[src/rtl/core/pfa_pkg.sv]
// Shared types and constants of the partition fit allocator.
// No dependencies; the interfaces, fit unit and allocator use this package.
`default_nettype none

package pfa_pkg;

  // Fixed field widths of the item channels and the configuration port.
  localparam int OPCODE_W   = 2;
  localparam int SLOT_W     = 4;
  localparam int AMOUNT_W   = 16;
  localparam int MODE_W     = 2;
  localparam int PIU_W      = 5;
  localparam int CFG_IDX_W  = 1;
  localparam int CFG_DATA_W = 5;

  // Item opcodes; the fourth code is unused and changes nothing.
  typedef enum logic [OPCODE_W-1:0] {
    OP_LOAD  = 2'd0,
    OP_ALLOC = 2'd1,
    OP_CLEAR = 2'd2
  } op_e;

  // Placement policies; the unused code behaves as first fit.
  typedef enum logic [MODE_W-1:0] {
    FIT_FIRST = 2'd0,
    FIT_BEST  = 2'd1,
    FIT_WORST = 2'd2
  } fit_e;

  // Configuration register indexes.
  typedef enum logic [CFG_IDX_W-1:0] {
    CFG_FIT_MODE  = 1'd0,
    CFG_PARTS_USE = 1'd1
  } cfg_e;

  localparam logic [PIU_W-1:0] PIU_RESET = 5'd16;

  typedef enum logic [1:0] {
    ST_IDLE,
    ST_SCAN,
    ST_DRAIN,
    ST_RESULT
  } state_e;

  // Control from the sequencer to the shared fit unit.
  typedef struct packed {
    logic start;   // clear the running pick at item accept
    logic cmp_en;  // table entry data is present this cycle
    logic taken;   // that entry is already allocated
  } fit_ctl_t;

endpackage

`default_nettype wire

[src/rtl/core/pfa_req_if.sv]
// Request channel of the partition fit allocator: valid/ready plus the item.
// Depends on pfa_pkg for the field widths.
`default_nettype none

interface pfa_req_if;
  logic                          valid;
  logic                          ready;
  logic [pfa_pkg::OPCODE_W-1:0]  opcode;
  logic [pfa_pkg::SLOT_W-1:0]    slot;
  logic [pfa_pkg::AMOUNT_W-1:0]  amount;

  modport source (output valid, opcode, slot, amount, input ready);
  modport sink   (input valid, opcode, slot, amount, output ready);
endinterface

`default_nettype wire

[src/rtl/core/pfa_rsp_if.sv]
// Result channel of the partition fit allocator: valid/ready plus the item.
// Depends on pfa_pkg for the field widths.
`default_nettype none

interface pfa_rsp_if;
  logic                          valid;
  logic                          ready;
  logic                          granted;
  logic [pfa_pkg::SLOT_W-1:0]    chosen_slot;
  logic [pfa_pkg::AMOUNT_W-1:0]  slot_total;
  logic [pfa_pkg::AMOUNT_W-1:0]  leftover;

  modport source (output valid, granted, chosen_slot, slot_total, leftover, input ready);
  modport sink   (input valid, granted, chosen_slot, slot_total, leftover, output ready);
endinterface

`default_nettype wire

[src/rtl/core/pfa_ram.sv]
// Generic single-write, single-read RAM with a registered read port.
// No dependencies.
`default_nettype none

module pfa_ram #(
  parameter int WIDTH = 16,
  parameter int DEPTH = 16
) (
  input  wire logic                     clk_i,
  input  wire logic                     wr_en_i,
  input  wire logic [$clog2(DEPTH)-1:0] wr_addr_i,
  input  wire logic [WIDTH-1:0]         wr_data_i,
  input  wire logic [$clog2(DEPTH)-1:0] rd_addr_i,
  output logic      [WIDTH-1:0]         rd_data_o
);

  logic [WIDTH-1:0] mem_q [DEPTH];

  always_ff @(posedge clk_i) begin
    if (wr_en_i) begin
      mem_q[wr_addr_i] <= wr_data_i;
    end
    rd_data_o <= mem_q[rd_addr_i];
  end

endmodule

`default_nettype wire

[src/rtl/core/pfa_fit_unit.sv]
// Shared compare unit: checks one table entry per cycle against the request
// and keeps the running pick. Depends on pfa_pkg.
`default_nettype none

module pfa_fit_unit import pfa_pkg::*; #(
  parameter int SIZE_BITS = 16,
  parameter int IDX_W     = 4
) (
  input  wire logic                 clk_i,
  input  wire logic                 rst_ni,
  input  wire fit_ctl_t             ctl_i,
  input  wire logic [MODE_W-1:0]    mode_i,
  input  wire logic [SIZE_BITS-1:0] amount_i,
  input  wire logic [IDX_W-1:0]     idx_i,
  input  wire logic [SIZE_BITS-1:0] size_i,
  output logic                      found_o,
  output logic [IDX_W-1:0]          pick_o,
  output logic [SIZE_BITS-1:0]      pick_size_o
);

  logic                 found_q;
  logic [IDX_W-1:0]     pick_q;
  logic [SIZE_BITS-1:0] pick_size_q;
  logic                 cand;
  logic                 take;

  assign cand = ctl_i.cmp_en && !ctl_i.taken && (size_i >= amount_i);

  // The first candidate is always taken; later ones replace it only under
  // best or worst fit, and only on a strict improvement so ties keep the
  // lower index.
  always_comb begin
    take = 1'b0;
    if (cand) begin
      if (!found_q) begin
        take = 1'b1;
      end else if (mode_i == FIT_BEST) begin
        take = size_i < pick_size_q;
      end else if (mode_i == FIT_WORST) begin
        take = size_i > pick_size_q;
      end
    end
  end

  always_ff @(posedge clk_i or negedge rst_ni) begin
    if (!rst_ni) begin
      found_q <= 1'b0;
    end else if (ctl_i.start) begin
      found_q <= 1'b0;
    end else if (cand) begin
      found_q <= 1'b1;
    end
  end

  always_ff @(posedge clk_i) begin
    if (take && !ctl_i.start) begin
      pick_q      <= idx_i;
      pick_size_q <= size_i;
    end
  end

  assign found_o     = found_q;
  assign pick_o      = pick_q;
  assign pick_size_o = pick_size_q;

endmodule

`default_nettype wire

[src/rtl/core/partition_fit_allocator.sv]
// Partition fit allocator: an allocate item scans the first N table entries,
// N being partitions in use capped at the table depth, with one shared
// comparator that checks one table entry per cycle. Load, clear and unknown
// items, and allocates with N zero, skip the scan; a stalled result keeps the
// block busy. Reset frees every partition and sets first fit with all 16
// partitions in use; partition sizes are undefined until loaded.
`default_nettype none

module partition_fit_allocator import pfa_pkg::*; #(
  parameter int NUM_PARTS = 16,
  parameter int SIZE_BITS = 16
) (
  input  wire logic                  clk_i,
  input  wire logic                  rst_ni,
  input  wire logic                  cfg_we_i,
  input  wire logic [CFG_IDX_W-1:0]  cfg_idx_i,
  input  wire logic [CFG_DATA_W-1:0] cfg_data_i,
  pfa_req_if.sink                    req,
  pfa_rsp_if.source                  rsp
);

  localparam int IDX_W = $clog2(NUM_PARTS);
  // Count width that holds both the table depth and any configured value.
  localparam int CNT_W = ($clog2(NUM_PARTS + 1) > PIU_W) ? $clog2(NUM_PARTS + 1) : PIU_W;

  // Configuration registers.
  logic [MODE_W-1:0] fit_mode_q;
  logic [PIU_W-1:0]  piu_q;

  always_ff @(posedge clk_i or negedge rst_ni) begin
    if (!rst_ni) begin
      fit_mode_q <= FIT_FIRST;
      piu_q      <= PIU_RESET;
    end else if (cfg_we_i) begin
      case (cfg_e'(cfg_idx_i))
        CFG_FIT_MODE:  fit_mode_q <= cfg_data_i[MODE_W-1:0];
        CFG_PARTS_USE: piu_q      <= cfg_data_i[PIU_W-1:0];
        default: ;
      endcase
    end
  end

  // The number of entries scanned saturates at the table depth.
  logic [CNT_W-1:0] limit_d;
  assign limit_d = (CNT_W'(piu_q) > CNT_W'(NUM_PARTS)) ? CNT_W'(NUM_PARTS) : CNT_W'(piu_q);

  state_e state_q, state_d;

  logic                 accept;
  logic                 in_ready;
  logic                 rd_issue;
  logic                 load_out;
  logic                 last_rd;
  logic [CNT_W-1:0]     limit_q;
  logic [IDX_W-1:0]     rd_idx_q;
  logic                 cmp_en_q;
  logic [IDX_W-1:0]     cmp_idx_q;
  logic [SIZE_BITS-1:0] amt_q;
  logic [NUM_PARTS-1:0] taken_q;
  logic                 slot_ok;
  logic                 ram_we;
  logic [SIZE_BITS-1:0] ram_rdata;
  logic                 fit_found;
  logic [IDX_W-1:0]     fit_pick;
  logic [SIZE_BITS-1:0] fit_pick_size;
  fit_ctl_t             fit_ctl;

  assign accept  = req.valid && in_ready;
  assign last_rd = (CNT_W'(rd_idx_q) + CNT_W'(1)) == limit_q;
  assign slot_ok = 32'(req.slot) < NUM_PARTS;

  // Next state: an allocate item with entries to scan walks the table, every
  // other item goes straight to the result stage. The result stage waits until
  // the output register is free, so the channel never loses an item.
  always_comb begin
    state_d = state_q;
    case (state_q)
      ST_IDLE: begin
        if (accept) begin
          if ((op_e'(req.opcode) == OP_ALLOC) && (limit_d != '0)) begin
            state_d = ST_SCAN;
          end else begin
            state_d = ST_RESULT;
          end
        end
      end
      ST_SCAN: begin
        if (last_rd) begin
          state_d = ST_DRAIN;
        end
      end
      ST_DRAIN:  state_d = ST_RESULT;
      ST_RESULT: begin
        if (!rsp.valid || rsp.ready) begin
          state_d = ST_IDLE;
        end
      end
      default: state_d = ST_IDLE;
    endcase
  end

  // State outputs.
  always_comb begin
    in_ready = 1'b0;
    rd_issue = 1'b0;
    load_out = 1'b0;
    case (state_q)
      ST_IDLE:   in_ready = 1'b1;
      ST_SCAN:   rd_issue = 1'b1;
      ST_DRAIN:  ;
      ST_RESULT: load_out = !rsp.valid || rsp.ready;
      default:   ;
    endcase
  end

  assign req.ready = in_ready;

  always_ff @(posedge clk_i or negedge rst_ni) begin
    if (!rst_ni) begin
      state_q  <= ST_IDLE;
      rd_idx_q <= '0;
      cmp_en_q <= 1'b0;
      limit_q  <= '0;
    end else begin
      state_q  <= state_d;
      // Read data comes back in the cycle after the address, so the compare
      // enable and entry index trail the read by one stage.
      cmp_en_q <= rd_issue;
      if (accept) begin
        rd_idx_q <= '0;
        limit_q  <= limit_d;
      end else if (rd_issue) begin
        rd_idx_q <= rd_idx_q + IDX_W'(1);
      end
    end
  end

  always_ff @(posedge clk_i) begin
    cmp_idx_q <= rd_idx_q;
    if (accept) begin
      amt_q <= SIZE_BITS'(req.amount);
    end
  end

  // Taken marks live in flip-flops: a clear item frees all of them at once,
  // and a grant marks its partition as the result is registered.
  always_ff @(posedge clk_i or negedge rst_ni) begin
    if (!rst_ni) begin
      taken_q <= '0;
    end else if (accept && (op_e'(req.opcode) == OP_CLEAR)) begin
      taken_q <= '0;
    end else if (load_out && fit_found) begin
      taken_q[fit_pick] <= 1'b1;
    end
  end

  // Loads write the size table directly at acceptance; a slot beyond the
  // table is dropped.
  assign ram_we = accept && (op_e'(req.opcode) == OP_LOAD) && slot_ok;

  pfa_ram #(
    .WIDTH (SIZE_BITS),
    .DEPTH (NUM_PARTS)
  ) u_size_ram (
    .clk_i     (clk_i),
    .wr_en_i   (ram_we),
    .wr_addr_i (IDX_W'(req.slot)),
    .wr_data_i (SIZE_BITS'(req.amount)),
    .rd_addr_i (rd_idx_q),
    .rd_data_o (ram_rdata)
  );

  assign fit_ctl.start  = accept;
  assign fit_ctl.cmp_en = cmp_en_q;
  assign fit_ctl.taken  = taken_q[cmp_idx_q];

  pfa_fit_unit #(
    .SIZE_BITS (SIZE_BITS),
    .IDX_W     (IDX_W)
  ) u_fit (
    .clk_i       (clk_i),
    .rst_ni      (rst_ni),
    .ctl_i       (fit_ctl),
    .mode_i      (fit_mode_q),
    .amount_i    (amt_q),
    .idx_i       (cmp_idx_q),
    .size_i      (ram_rdata),
    .found_o     (fit_found),
    .pick_o      (fit_pick),
    .pick_size_o (fit_pick_size)
  );

  // Output register. Items other than a successful allocate report all zero,
  // which follows from the fit unit being cleared at every acceptance.
  logic                out_valid_q;
  logic                granted_q;
  logic [SLOT_W-1:0]   chosen_q;
  logic [AMOUNT_W-1:0] total_q;
  logic [AMOUNT_W-1:0] leftover_q;

  always_ff @(posedge clk_i or negedge rst_ni) begin
    if (!rst_ni) begin
      out_valid_q <= 1'b0;
    end else if (load_out) begin
      out_valid_q <= 1'b1;
    end else if (rsp.ready) begin
      out_valid_q <= 1'b0;
    end
  end

  always_ff @(posedge clk_i) begin
    if (load_out) begin
      granted_q <= fit_found;
      if (fit_found) begin
        chosen_q   <= SLOT_W'(fit_pick);
        total_q    <= AMOUNT_W'(fit_pick_size);
        leftover_q <= AMOUNT_W'(fit_pick_size - amt_q);
      end else begin
        chosen_q   <= '0;
        total_q    <= '0;
        leftover_q <= '0;
      end
    end
  end

  assign rsp.valid       = out_valid_q;
  assign rsp.granted     = granted_q;
  assign rsp.chosen_slot = chosen_q;
  assign rsp.slot_total  = total_q;
  assign rsp.leftover    = leftover_q;

  // A grant never lands on a partition that is already taken.
  a_grant_free: assert property (@(posedge clk_i) disable iff (!rst_ni)
    (load_out && fit_found) |-> !taken_q[fit_pick])
    else $error("grant of a taken partition");

  // The scan never reads past the entries in use.
  a_scan_bound: assert property (@(posedge clk_i) disable iff (!rst_ni)
    (state_q == ST_SCAN) |-> (CNT_W'(rd_idx_q) < limit_q))
    else $error("scan index beyond partitions in use");

  // One item at a time: the block drops ready after taking an item.
  a_one_item: assert property (@(posedge clk_i) disable iff (!rst_ni)
    accept |=> !req.ready)
    else $error("second item accepted while busy");

endmodule

`default_nettype wire
[src/flat_wrapper.sv]
// flat-port wrapper written by rule: the top's interface ports become plain ports
module partition_fit_allocator_flat import pfa_pkg::*;
#(
  parameter int NUM_PARTS = 16,
  parameter int SIZE_BITS = 16
)
  (clk_i, rst_ni, cfg_we_i, cfg_idx_i, cfg_data_i, req_valid, req_opcode, req_slot, req_amount, req_ready, rsp_valid, rsp_granted, rsp_chosen_slot, rsp_slot_total, rsp_leftover, rsp_ready);
  pfa_req_if req_i ();
  pfa_rsp_if rsp_i ();
  input  wire logic clk_i;
  input  wire logic rst_ni;
  input  wire logic cfg_we_i;
  input  wire logic [CFG_IDX_W-1:0] cfg_idx_i;
  input  wire logic [CFG_DATA_W-1:0] cfg_data_i;
  input wire logic [$bits(req_i.valid)-1:0] req_valid;
  input wire logic [$bits(req_i.opcode)-1:0] req_opcode;
  input wire logic [$bits(req_i.slot)-1:0] req_slot;
  input wire logic [$bits(req_i.amount)-1:0] req_amount;
  output wire logic [$bits(req_i.ready)-1:0] req_ready;
  output wire logic [$bits(rsp_i.valid)-1:0] rsp_valid;
  output wire logic [$bits(rsp_i.granted)-1:0] rsp_granted;
  output wire logic [$bits(rsp_i.chosen_slot)-1:0] rsp_chosen_slot;
  output wire logic [$bits(rsp_i.slot_total)-1:0] rsp_slot_total;
  output wire logic [$bits(rsp_i.leftover)-1:0] rsp_leftover;
  input wire logic [$bits(rsp_i.ready)-1:0] rsp_ready;
  assign req_i.valid = req_valid;
  assign req_i.opcode = req_opcode;
  assign req_i.slot = req_slot;
  assign req_i.amount = req_amount;
  assign req_ready = req_i.ready;
  assign rsp_valid = rsp_i.valid;
  assign rsp_granted = rsp_i.granted;
  assign rsp_chosen_slot = rsp_i.chosen_slot;
  assign rsp_slot_total = rsp_i.slot_total;
  assign rsp_leftover = rsp_i.leftover;
  assign rsp_i.ready = rsp_ready;
  partition_fit_allocator #(.NUM_PARTS(NUM_PARTS), .SIZE_BITS(SIZE_BITS)) u_core (.clk_i(clk_i), .rst_ni(rst_ni), .cfg_we_i(cfg_we_i), .cfg_idx_i(cfg_idx_i), .cfg_data_i(cfg_data_i), .req(req_i), .rsp(rsp_i));
endmodule
[config.mk]
export PLATFORM = sky130hd
export DESIGN_NAME = partition_fit_allocator_flat
export DESIGN_NICKNAME = d
export VERILOG_FILES = /design/src/rtl/core/pfa_pkg.sv /design/src/rtl/core/pfa_req_if.sv /design/src/rtl/core/pfa_rsp_if.sv /design/src/rtl/core/pfa_ram.sv /design/src/rtl/core/pfa_fit_unit.sv /design/src/rtl/core/partition_fit_allocator.sv /design/src/flat_wrapper.sv
export SDC_FILE = /design/constraint.sdc
export NUM_CORES = 1
export LEC_CHECK = 0
export ABC_CLOCK_PERIOD_IN_PS = 3200
export BUFFER_PORTS_ARGS = -buffer_cell sky130_fd_sc_hd__buf_2
export CORE_ASPECT_RATIO = 0.9
export CORE_UTILIZATION = 50
export CTS_CLUSTER_SIZE = 8
export DETAILED_ROUTE_END_ITERATION = 16
export PLACE_DENSITY = 0.76
export SYNTH_ARGS = -nofsm -noshare
export SYNTH_HDL_FRONTEND = slang
export SYNTH_SLANG_ARGS = --single-unit
[constraint.sdc]
create_clock -name clk_i -period 3.2 [get_ports clk_i]
set_input_delay 0.64 -clock clk_i [delete_from_list [all_inputs] [get_ports clk_i]]
set_output_delay 0.64 -clock clk_i [all_outputs]
set_load 0.05 [all_outputs]
; ---- Yosys cells after proc, flatten, opt, wreduce, memory -nomap -nowiden
; Memory sizes are Yosys's and may differ from the RTL's. A register that Yosys moved wholly into a read port is not among the register bits.
; Index checks and enable logic that the tools add are counted.
[word_totals]
register_bits = 114
mem_bits_rw = 256
input_bits = 33
output_inout_bits = 39
wordCells = 91
memories = 1
[classes]
add_sub_neg = 3
magnitude_cmp = 7
eq_ne = 11
n_mux = 27
n_bitwise = 2
n_reduce_logical = 23
[memory_table]
columns = name, depth, word_bits, rd, rd_ports_with_merged_regs, wr, line
row1 = u_core.u_size_ram.mem_q, 16, 16, 1, 1, 1, pfa_ram.sv:17  ; logic [WIDTH-1:0] mem_q [DEPTH];
[ops]
columns = cell, n
row1 = $mux 16, 2
row2 = $ge 16x16->1, 1
row3 = $gt 16x16->1, 1
row4 = $lt 16x16->1, 1
row5 = $or 16x16->16, 1
row6 = $sub 16x16->16, 1
row7 = $mux 1, 15
row8 = $lt 4x5->1 const B, 2
row9 = $logic_and 1x1->1, 9
row10 = $eq 2x2->1 const B, 4
row11 = $mux 2, 4
row12 = $mux 4, 2
row13 = $pmux 2 s4, 1
row14 = $reduce_bool 2->1, 4
row15 = $eq 2x1->1 const B, 3
row16 = $ne 2x1->1 const B, 3
row17 = $add 4x1->5 const B, 1
row18 = $eq 5x5->1, 1
row19 = $gt 5x5->1 const B, 1
row20 = $mux 5, 1
row21 = $reduce_bool 5->1, 1
row22 = $add 4x1->4 const B, 1
row23 = $bmux 1 s4, 1
row24 = $demux 1 s4, 1
row25 = 7 further kinds, 11

; ---- Longest topological paths before layout
; Gate-level depths: netlist of the first run.
[depth]
depth_word = 7
mapped_depth = 9
depth_no_buf = 9

; ---- Modules after synthesis
; From an unflattened synthesis of the first run, not the netlist that was laid out.
[hier_totals]
hier_cells = 949
area_unflattened_um2 = 16044.1
[modules_own_cells]
columns = mod, n_inst, cells_each, area_per_inst_um2, seq_area_each_um2
row1 = pfa_ram, 1, 432, 10043.4, 8007.7
row2 = partition_fit_allocator, 1, 378, 4533.1, 2573.7
row3 = pfa_fit_unit, 1, 139, 1467.7, 625.6

; ---- Worst setup path before layout of the first run
; No wires, ideal clock.
[synth_timing]
path_kind = register to register
startpoint = reg u_core.state_q[0]
endpoint = mem u_core.u_size_ram.mem_q[0][0] (enable)
setup_ns = 0.409
t_arrival_ns = 3.249
required_time_ns = 2.791
slack_ns = -0.458
stages_incl_launch_ff = 8
n_path_buf = 1
period_less_slack_ns = 3.658
path_cell_list = dfrtp_1 > inv_1 > ha_1 > nand2_1 > clkbuf_1 > or3_1 > or3_1 > nor3_1
[synth_via]
elab_chain_cells = 6
[synth_rtl]
columns = item, line
row1 = from (decl), partition_fit_allocator.sv:47  ; state_e state_q, state_d;
row2 = from (signal assigned), partition_fit_allocator.sv:125  ; state_q <= state_d;
row3 = $logic_not 2->1, partition_fit_allocator.sv:107  ; case (state_q)
row4 = $mux 1, partition_fit_allocator.sv:107
row5 = named net req_ready, flat_wrapper.sv:19  ; output wire logic [$bits(req_i.ready)-1:0] req_ready;
row6 = $logic_and 1x1->1, partition_fit_allocator.sv:68  ; assign accept = req.valid && in_ready;
row7 = $logic_and 1x1->1, partition_fit_allocator.sv:159  ; assign ram_we = accept && (op_e'(req.opcode) == OP_LOAD) && slot_ok;
row8 = $mux 1, pfa_ram.sv:20  ; if (wr_en_i) begin
row9 = $mux 1 (implied by the code), pfa_ram.sv:21  ; mem_q[wr_addr_i] <= wr_data_i;
row10 = to (decl), pfa_ram.sv:17
; The timed path passes the listed nets, and every way through them passes these cells.

; ---- Worst setup path in the final report of the first run
[layout_timing]
startpoint = reg u_core.u_fit.pick_size_q[0], in the netlist u_core.u_fit.pick_size_o[0]
endpoint = reg u_core.leftover_q[12], in the netlist u_core.rsp.leftover[12], data pin
[layout_via]
elab_chain_cells = 1
[layout_rtl]
columns = item, line
row1 = from (decl), pfa_fit_unit.sv:23  ; logic [SIZE_BITS-1:0] pick_size_q;
row2 = from (signal assigned), pfa_fit_unit.sv:58  ; pick_size_q <= size_i;
row3 = $sub 16x16->16, partition_fit_allocator.sv:217  ; leftover_q <= AMOUNT_W'(fit_pick_size - amt_q);
row4 = to (signal assigned), partition_fit_allocator.sv:217
row5 = to (decl), partition_fit_allocator.sv:199  ; logic [AMOUNT_W-1:0] leftover_q;
; Every way passes these cells.
; A chain may end at the register's enable or synchronous reset.

==> results of run 1 <==
==> stage by stage <==
step	worst slack (ns)	setup TNS (ns)	power, W	utilization, %	instance area [sq um]
3_3_place_gp	0.717	0	0.0111	54.4	16900
6_report	0.577	0	0.0163	59.3	18500
4_1_cts	0.545	0	0.0164	59.3	18500
3_5_place_dp	0.630	0	0.0113	54.4	16900
2_1_floorplan	-0.0312	-1.50	0.0100	-	16000
5_1_grt	0.408	0	0.0171	59.3	18500
==> logic make-up after synthesis <==
logic type | synth area share, %
flip-flops | 70.2
AND/OR/NAND/NOR | 5.93
AO/OA/AOI/OAI | 6.89
multiplexers | 10.2
buffers and inverters | 1.90
adder cells (fa/ha/maj) | 4.20
XOR/XNOR | 0.659
==> layout make-up <==
class	instances	area, sq um
fill	2324	12700
sequential	386	11200
multi-input combinational	554	4480
clock buffer	86	1470
timing repair buffer	101	593
tap	409	512
inverter	40	150
clock inverter	3	45.0
==> flip-flops by register name (all words and copies together) (netlist names), 2 cells and up <==
signal and count:
u_core.u_size_ram.mem_q 256, u_core.amt_q 16, u_core.rsp.leftover 16, u_core.rsp.slot_total 16
u_core.taken_q 16, u_core.u_fit.pick_size_o 16, u_core.u_size_ram.rd_data_o 16, u_core.limit_q 5
u_core.piu_q 5, u_core.cmp_idx_q 4, u_core.rd_idx_q 4, u_core.rsp.chosen_slot 4
u_core.u_fit.pick_o 4, u_core.fit_mode_q 2, u_core.state_q 2
==> critical path, delay by kind of cell (launching register included) <==
kind / cells / cell delay (ns)
adders and majority gates: 2 / 0.38
and+or+nand+nor: 2 / 0.15
AOI/OAI and AO/OA: 3 / 1.12
buffers and inverters: 1 / 0.10
muxes: 1 / 0.30
DFF: 1 / 0.38
==> worst min-delay path by stage <==
stage | slack (ns) | start | endpoint | cells past startpoint
2_1_floorplan | 0.34 | rst_ni | u_core.cmp_en_q | 0
3_3_place_gp | 0.42 | u_core.u_size_ram.rd_data_o[0] | u_core.u_fit.pick_size_o[0] | 0
3_5_place_dp | 0.44 | u_core.u_size_ram.rd_data_o[0] | u_core.u_fit.pick_size_o[0] | 0
4_1_cts | 0.19 | rst_ni | u_core.limit_q[3] | 1
5_1_grt | 0.26 | rst_ni | u_core.taken_q[1] | 1
6_report | 0.20 | rst_ni | u_core.taken_q[1] | 1
==> Yosys cell counts (all sizes together), types with 2 or more instances <==
| cell type | n |
|---|---|
| nand3 | 9 |
| a211oi | 8 |
| o22ai | 2 |
| buf | 14 |
| o211ai | 3 |
| dfrtp | 36 |
| a22oi | 16 |
| inv | 40 |
| o31a | 2 |
| nor3 | 12 |
| nand3b | 4 |
| nor3b | 2 |
| ha | 52 |
| or2 | 2 |
| a31oi | 7 |
| mux2i | 59 |
| nand2b | 12 |
| nor2 | 74 |
| a21oi | 49 |
| nor2b | 15 |
| edfxtp | 329 |
| nand2 | 57 |
| nand4 | 4 |
| o21bai | 2 |
| and2 | 7 |
| xnor2 | 7 |
| dfxtp | 20 |
| or3 | 3 |
| a221oi | 16 |
| mux4 | 36 |
| a21o | 8 |
| mux2 | 19 |
| o21ai | 43 |
| xor2 | 5 |
| o21a | 3 |
| clkbuf | 21 |
==> cell usage in the layout (no fill, tap or decap), types with 35 or more instances in the layout <==
| cell type | count |
|---|---|
| a21oi_1 | 49 |
| buf_2 | 71 |
| clkbuf_16 | 54 |
| dfrtp_1 | 35 |
| edfxtp_1 | 329 |
| ha_1 | 52 |
| inv_1 | 39 |
| mux2i_1 | 59 |
| nand2_1 | 57 |
| nor2_1 | 74 |
| o21ai_0 | 40 |
==> power by group through the flow <==
stage	combinational, W	clock [W]	sequential [W]
final	0.00454	0.00512	0.00669
after global placement	0.00437	0	0.00674
after floorplan	0.00292	0	0.00709
after detailed placement	0.00449	0	0.00677
after global routing	0.00497	0.00540	0.00676
after CTS	0.00454	0.00520	0.00669
==> routing by layer <==
metal | vias to the layer above | track usage [%]
met3 | 82 | 4.02
met5 | - | 0
met1 | 4602 | 28.9
met4 | 0 | 7.90
met2 | 364 | 35.1
li1 | 4162 | -
==> flow_metrics.py, run 1 <==
metrics = {
    "status": {
        "status": "finished, final reports clean",
    },
    "grt": {
        "grt_pass1_wl_microns": 52400,
        "grt_pass1_vias": 9249,
        "grt_usage_pct": 21.5,
        "gr-total-overflow": 0,
        "antenna_found_initial": 1,
        "grt_max_degree": 38,
    },
    "layout": {
        "fin_cells": 1579,
        "nets": 1223,
        "n_antenna_cell": 0,
        "layout-drive-gt1-share_pct": 19.4,
        "area_growth_pct": 15.7,
    },
    "setup_path": {
        "rrSetupSlack_ns": 0.58,
        "r2r-end": "u_core.rsp.leftover[12]",
        "cp_max_fo": 4,
        "critPathLaunchType": "register",
        "required_ns": 3.59,
        "reg2reg_from": "u_core.u_fit.pick_size_o[0]",
        "crit_end": "u_core.rsp.leftover[12]",
        "worstPathArrival_ns": 3.01,
        "crit_path_cell_trace": "inv_1, ha_1, fa_1, nor2b_1, o31a_1, o21ai_1, nor2_1, o41ai_1, mux2i_1",
        "critical_path_class": "register to register",
        "critPathCaptureType": "register",
        "max_stage_delay_ns": 0.55,
        "worstSetupStartpoint": "u_core.u_fit.pick_size_o[0]",
        "reg2reg_depth": 9,
        "slowest_stage": "o41ai_1",
    },
    "sta": {
        "fin_skew_ns": 0.0204,
        "timing.hold.ws_ns": 0.195,
        "finalHoldViolCount": 0,
        "fmax_mhz": 381,
        "setup_viol": 0,
        "worst_pin_slew_ns": 0.894,
        "max_slew_margin_pct": 40.3,
        "slew_violations": 0,
        "rsz0062_at_grt": "no",
        "timing.final.crit_share_pct": 82.0,
        "period_needed_ns": 2.62,
    },
    "place": {
        "place_congestion": 0.809,
        "place_inst": 1490,
        "dp_hpwl_microns": 20800,
        "numPortBuffers": 71,
    },
    "min_path": {
        "hp-class": "input port to asynchronous set/reset pin",
    },
    "routing": {
        "met2WireLength_microns": 16200,
        "met1_length_microns": 14600,
        "wl_per_cell_microns": 21.6,
        "avgViaCountPerCell": 5.83,
        "dr.first_iter.drc_count": 821,
        "ant_nets": 0,
        "post-route-drc-count": 0,
        "dr.max_layer_used": "met4",
        "vias": 9210,
        "wl_microns": 34100,
        "dr_wl_met3_microns": 2270,
        "first_pass_iters": 7,
    },
    "floorplanning": {
        "chipWidth_microns": 190,
        "ios": 72,
        "die_h_microns": 171,
        "rows": 61,
        "initial_utilization_pct": 51.2,
        "core_sq_um": 31100,
        "die_area_sq_um": 32600,
    },
    "logic_synthesis": {
        "syn-mean-instance-area_sq_um": 15.7,
        "synthesis.area_sq_um": 16000,
        "synth_area_leaders": "edfxtp_1 (62%), dfrtp_1 (5.6%), mux4_2 (4.7%)",
        "ys.flop_type": "edfxtp_1",
        "synth-edff-count": 329,
        "ys_ff_latch": 386,
        "async_reset_ff_share_pct": 9.59,
        "mappedNetlistNets": 1101,
        "synth_largest_area_cell": "edfxtp_1",
        "synthDistinctLibCells": 61,
        "syn_inst": 1015,
        "seq_area_frac_synth_pct": 70.2,
        "synth_top_area_share_pct": 61.9,
        "synth_warnings": 0,
    },
    "clock_network": {
        "cts_root_buf": "clkbuf_16",
        "cts_buffer_depth": 3,
        "cts_setup_buffers": 0,
        "clk_pin_slew_ns": 0.06,
        "tritoncts": "done",
        "htree_levels": 2,
        "worstSkewPairLatency_ns": 0.58,
        "cts_sinks": 386,
        "ctsResizeCount": 0,
        "numCtsBuffers": 54,
        "hold_buffers": 0,
    },
    "power": {
        "pwr-share-seq_pct": 40.9,
        "total_leakage_power_nw": 6.83,
        "powerDensity_nw_per_um2": 885,
        "peakVddDrop_mv": 0.588,
        "internal_power_w": 0.0111,
        "p_sw_share_pct": 32.3,
        "pwr-share-clk_pct": 31.3,
        "combPwrFrac_pct": 27.8,
        "p_sw_w": 0.00528,
    },
    "run": {
        "cap_violations": 0,
    },
}
Note: power is estimated with default switching activity, not from simulation.
==> run 2: changes to the inputs <==
- ABC_CLOCK_PERIOD_IN_PS: 3200 -> 2520
- PLACE_DENSITY: 0.76 -> 0.73
- clock period: 3.2 -> 2.52 ns (I/O delays scaled with it)
==> flow_metrics.py, run 2 (synthesis results as in run 1) <==
metrics = {
    "routing": {
        "avgViaCountPerCell": 5.70,
        "dr.first_iter.drc_count": 766,
        "post-route-drc-count": 0,
        "dr_wl_met3_microns": 1960,
        "wl_microns": 31900,
        "wl_per_cell_microns": 20.0,
        "ant_nets": 0,
        "vias": 9109,
        "met1_length_microns": 14800,
        "dr.max_layer_used": "met4",
        "first_pass_iters": 5,
        "met2WireLength_microns": 14600,
    },
    "setup_path": {
        "slowest_stage": "edfxtp_1",
        "rrSetupSlack_ns": 0.06,
        "worst_path_most_repeated_cell": "buf_4",
        "crit_path_cell_trace": "inv_1, ha_1, nand4_1, buf_4, a211oi_2, a2111oi_2, buf_4, mux2i_4, a21boi_4, buf_12",
        "crit_end": "u_core.u_fit.pick_size_o[5]",
        "critPathLaunchType": "register",
        "cp_max_fo": 10,
        "max_stage_delay_ns": 0.35,
        "worstPathArrival_ns": 2.73,
        "critPathCaptureType": "register",
        "r2r-end": "u_core.u_fit.pick_size_o[5]",
        "worstSetupStartpoint": "u_core.u_fit.pick_size_o[14]",
        "reg2reg_depth": 10,
        "critical_path_class": "register to register",
        "required_ns": 2.79,
        "reg2reg_from": "u_core.u_fit.pick_size_o[14]",
    },
    "sta": {
        "slew_violations": 0,
        "fmax_mhz": 406,
        "max_slew_margin_pct": 43.7,
        "setup_viol": 0,
        "timing.final.crit_share_pct": 97.7,
        "rsz0062_at_grt": "yes",
        "period_needed_ns": 2.46,
        "worst_pin_slew_ns": 0.845,
        "fin_skew_ns": 0.0219,
        "finalSetupTns_ns": 0,
        "finalHoldViolCount": 0,
        "timing.hold.ws_ns": 0.0486,
    },
    "floorplanning": {
        "initial_utilization_pct": 51.2,
        "die_area_sq_um": 32600,
        "die_h_microns": 171,
        "rows": 61,
        "chipWidth_microns": 190,
        "core_sq_um": 31100,
        "ios": 72,
    },
    "layout": {
        "fin_cells": 1597,
        "layout-drive-gt1-share_pct": 23.1,
        "area_growth_pct": 18.7,
        "final_cell_mix": "edfxtp_1 (329), nor2_1 (71), buf_2 (71)",
        "n_antenna_cell": 0,
        "top_register": "u_core.u_size_ram.mem_q",
        "fin_util_pct": 60.8,
        "largest_reg_flops": 256,
        "final_common_cell": "edfxtp_1",
        "nets": 1252,
    },
    "clock_network": {
        "htree_levels": 2,
        "clk_pin_slew_ns": 0.06,
        "cts_root_buf": "clkbuf_16",
        "tritoncts": "done",
        "worstSkewPairLatency_ns": 0.57,
        "hold_buffers": 0,
        "numCtsBuffers": 54,
        "cts_buffer_depth": 3,
        "cts_sinks": 386,
    },
    "place": {
        "place_inst": 1514,
        "place_congestion": 0.830,
        "numPortBuffers": 71,
        "dp_hpwl_microns": 20600,
    },
    "power": {
        "power_w": 0.0210,
        "total_leakage_power_nw": 7.02,
        "powerDensity_nw_per_um2": 1110,
        "peakVddDrop_mv": 0.625,
    },
    "grt": {
        "antenna_found_initial": 0,
        "grt_max_degree": 38,
        "grt_pass1_vias": 9116,
        "grt_pass1_wl_microns": 50700,
        "gr-total-overflow": 0,
        "grt_usage_pct": 20.2,
    },
    "status": {
        "status": "finished, final reports clean",
    },
    "run": {
        "cap_violations": 0,
    },
    "min_path": {
        "hp-class": "input port to asynchronous set/reset pin",
    },
}
-- run 2: how the worst min path moves through the flow --
stage                                        to  slack (ns)
floorplan                       u_core.cmp_en_q        0.21
global route                  u_core.taken_q[9]        0.09
CTS                           u_core.taken_q[1]        0.06
finish                       u_core.taken_q[15]        0.05
global placement    u_core.u_fit.pick_size_o[0]        0.42
detailed placement  u_core.u_fit.pick_size_o[0]        0.43
-- run 2: layout make-up --
type	count	area (sq um)
tap	409	512
multi-input combinational	555	4630
sequential	386	11200
clock buffer	76	1480
clock inverter	2	37.5
fill	2274	12200
inverter	40	150
timing repair buffer	129	928
-- run 2: timing repair --
item	in CTS	in global routing
resized for setup	3	11
cloned	1	0
pin swaps	1	0
buffers inserted	3	1
setup endpoints to repair	20	23
-- run 2: critical path: cells and delay by family (launching register included) --
kind / cells / cell delay, ns
muxes: 1 / 0.20
AOI/OAI and AO/OA: 3 / 0.49
DFF: 1 / 0.35
buffers and inverters: 4 / 0.58
adders and majority gates: 1 / 0.34
and+or+nand+nor: 1 / 0.19
-- run 2: power breakdown --
group          leakage (nW)  switching [W]  internal (W)
logic                  2.67        0.00370       0.00248
clock network         0.725        0.00247       0.00398
registers              3.62       0.000515       0.00789
total                  7.02        0.00668        0.0144
-- run 2: metrics by stage --
step                      setup slack, ns  cell area, sq um
after CTS                          0.0381             18900
after global placement             -0.212             17300
after detailed placement           -0.222             17300
final                              0.0585             18900
after global routing              -0.0201             18900
after floorplan                    -0.106             16100
-- run 2: layer usage --
layer	track usage, %	vias to the layer above
met5	0	-
met4	5.63	0
met3	3.63	44
met2	31.3	323
met1	29.5	4547
li1	-	4195
==> run 3: changes to the inputs <==
- CORE_MARGIN: unset -> 2
==> flow_metrics.py, run 3 (synthesis results as in run 1) <==
metrics = {
    "layout": {
        "layout-drive-gt1-share_pct": 23.3,
        "fin_cells": 1624,
        "final_cell_mix": "edfxtp_1 (329), nor2_1 (71), buf_2 (71)",
        "n_antenna_cell": 0,
        "area_growth_pct": 19.1,
        "top_register": "u_core.u_size_ram.mem_q",
        "nets": 1261,
        "post-route-cell-area_sq_um": 19000,
        "largest_reg_flops": 256,
        "fin_util_pct": 60.0,
        "final_common_cell": "edfxtp_1",
    },
    "setup_path": {
        "critPathLaunchType": "register",
        "critPathCaptureType": "register",
        "max_stage_delay_ns": 0.42,
        "critical_path_class": "register to register",
        "worstPathArrival_ns": 2.70,
        "r2r-end": "u_core.rsp.leftover[12]",
        "path_delay_family": "compound AO/OA/AOI/OAI gates",
        "crit_cells": 9,
        "reg2reg_from": "u_core.u_fit.pick_size_o[0]",
        "cp_max_fo": 4,
        "required_ns": 2.82,
        "path_buf_inv": 1,
        "crit_end": "u_core.rsp.leftover[12]",
        "crit_path_cell_trace": "inv_1, ha_1, fa_1, nor2b_1, o31a_1, o21ai_2, nor2_1, o41ai_1, mux2i_1",
        "worstSetupStartpoint": "u_core.u_fit.pick_size_o[0]",
        "reg2reg_depth": 9,
        "rrSetupSlack_ns": 0.11,
        "slowest_stage": "o41ai_1",
    },
    "floorplanning": {
        "die_area_sq_um": 33400,
        "chipWidth_microns": 192,
        "core_sq_um": 31700,
        "initial_utilization_pct": 50.4,
        "ios": 72,
        "die_h_microns": 173,
        "rows": 62,
    },
    "power": {
        "powerDensity_nw_per_um2": 1110,
        "peakVddDrop_mv": 0.660,
        "combPwrFrac_pct": 29.5,
        "p_sw_w": 0.00687,
        "power_w": 0.0212,
        "p_sw_share_pct": 32.4,
        "total_leakage_power_nw": 7.06,
        "internal_power_w": 0.0143,
        "pwr-share-seq_pct": 39.6,
        "pwr-share-clk_pct": 30.9,
    },
    "sta": {
        "slew_violations": 0,
        "setup_viol": 0,
        "rsz0062_at_grt": "no",
        "finalHoldViolCount": 0,
        "fmax_mhz": 416,
        "max_slew_margin_pct": 52.6,
        "timing.final.crit_share_pct": 95.4,
        "period_needed_ns": 2.41,
        "worst_pin_slew_ns": 0.710,
        "fin_skew_ns": 0.0134,
        "finalSetupTns_ns": 0,
    },
    "clock_network": {
        "cts_sinks": 386,
        "worstSkewPairLatency_ns": 0.57,
        "cts_root_buf": "clkbuf_16",
        "tritoncts": "done",
        "clk_pin_slew_ns": 0.05,
        "numCtsBuffers": 54,
        "htree_levels": 2,
        "cts_buffer_depth": 3,
    },
    "routing": {
        "wl_per_cell_microns": 21.6,
        "first_pass_iters": 5,
        "vias": 9264,
        "ant_nets": 0,
        "dr_wl_met3_microns": 2180,
        "met2WireLength_microns": 17000,
        "dr.first_iter.drc_count": 785,
        "met1_length_microns": 15000,
        "dr.max_layer_used": "met5",
        "avgViaCountPerCell": 5.70,
        "post-route-drc-count": 0,
        "wl_microns": 35100,
    },
    "place": {
        "numPortBuffers": 71,
        "place_congestion": 0.837,
        "dp_hpwl_microns": 21800,
        "dpl-instance-area_sq_um": 17300,
        "place_inst": 1526,
    },
    "min_path": {
        "hp-class": "input port to register",
        "whs_path_depth": 2,
    },
    "grt": {
        "grt_pass1_wl_microns": 54200,
        "antenna_found_initial": 5,
        "gr-total-overflow": 0,
        "grt_max_degree": 52,
        "grt_pass1_vias": 9363,
        "grt_usage_pct": 21.6,
    },
    "run": {
        "cap_violations": 0,
    },
    "status": {
        "status": "finished, final reports clean",
    },
}
==> run 3: changes by cell type in the layout (fill, tap and decap cells not counted), sizes merged <==
cell,before,now
buf,129,137
clkbuf,76,84
clkinv,1,3
inv,40,42
clkinvlp,1,0
dlygate4sd3,0,1
==> run 3: final cells by class <==
class / instances / area, sq um
fill: 2315 / 12600
sequential: 386 / 11200
multi-input combinational: 555 / 4620
clock buffer: 84 / 1460
timing repair buffer: 138 / 973
inverter: 40 / 150
clock inverter: 5 / 68.8
tap: 416 / 520
==> run 3: worst reg2reg max path, stage by stage, from the launching register on <==
cell and delay (ns):
edfxtp_1 0.40, inv_1 0.10, ha_1 0.19, fa_1 0.19, nor2b_1 0.07, o31a_1 0.29
o21ai_2 0.27, nor2_1 0.07, o41ai_1 0.42, mux2i_1 0.14
==> run 3: power groups by stage <==
| stage | Combinational (W) | Sequential (W) | Clock, W |
|---|---|---|---|
| after floorplan | 0.00377 | 0.00900 | 0 |
| after global placement | 0.00591 | 0.00844 | 0 |
| after detailed placement | 0.00605 | 0.00847 | 0 |
| after CTS | 0.00621 | 0.00837 | 0.00664 |
| after global routing | 0.00685 | 0.00845 | 0.00692 |
| final | 0.00625 | 0.00838 | 0.00654 |
==> run 3: repair_timing <==
| item | in CTS | in global routing |
|---|---|---|
| gates resized for setup | 4 | 6 |
| pin swaps | 1 | 1 |
| cloned | 1 | 0 |
| endpoints found under the hold margin | 20 | 0 |
| setup buffers | 6 | 1 |
| hold buffers | 1 | 0 |
| setup endpoints to repair | 20 | 23 |
==> run 3: routing by layer <==
layer  vias up  GRT usage (%)
met5         -              0
met4         8           5.76
met3        75           4.03
met2       326           35.5
met1      4613           29.8
li1       4242              -
==> run 3: how the worst min path moves through the flow <==
| stage | from | end | slack [ns] |
|---|---|---|---|
| after floorplan | rst_ni | u_core.cmp_en_q | 0.21 |
| after global placement | u_core.u_size_ram.rd_data_o[0] | u_core.u_fit.pick_size_o[0] | 0.43 |
| after detailed placement | u_core.u_size_ram.rd_data_o[0] | u_core.u_fit.pick_size_o[0] | 0.42 |
| after CTS | cfg_data_i[2] | u_core.piu_q[2] | 0.15 |
| after global routing | cfg_data_i[2] | u_core.piu_q[2] | 0.16 |
| final | cfg_data_i[2] | u_core.piu_q[2] | 0.17 |
==> run 3: stage by stage <==
stage          hold slack, ns  setup WS [ns]
2_1_floorplan           0.208         -0.106
3_3_place_gp            0.433         -0.199
3_5_place_dp            0.423         -0.267
4_1_cts                 0.149        0.00380
5_1_grt                 0.161        0.00361
6_report                0.170          0.115
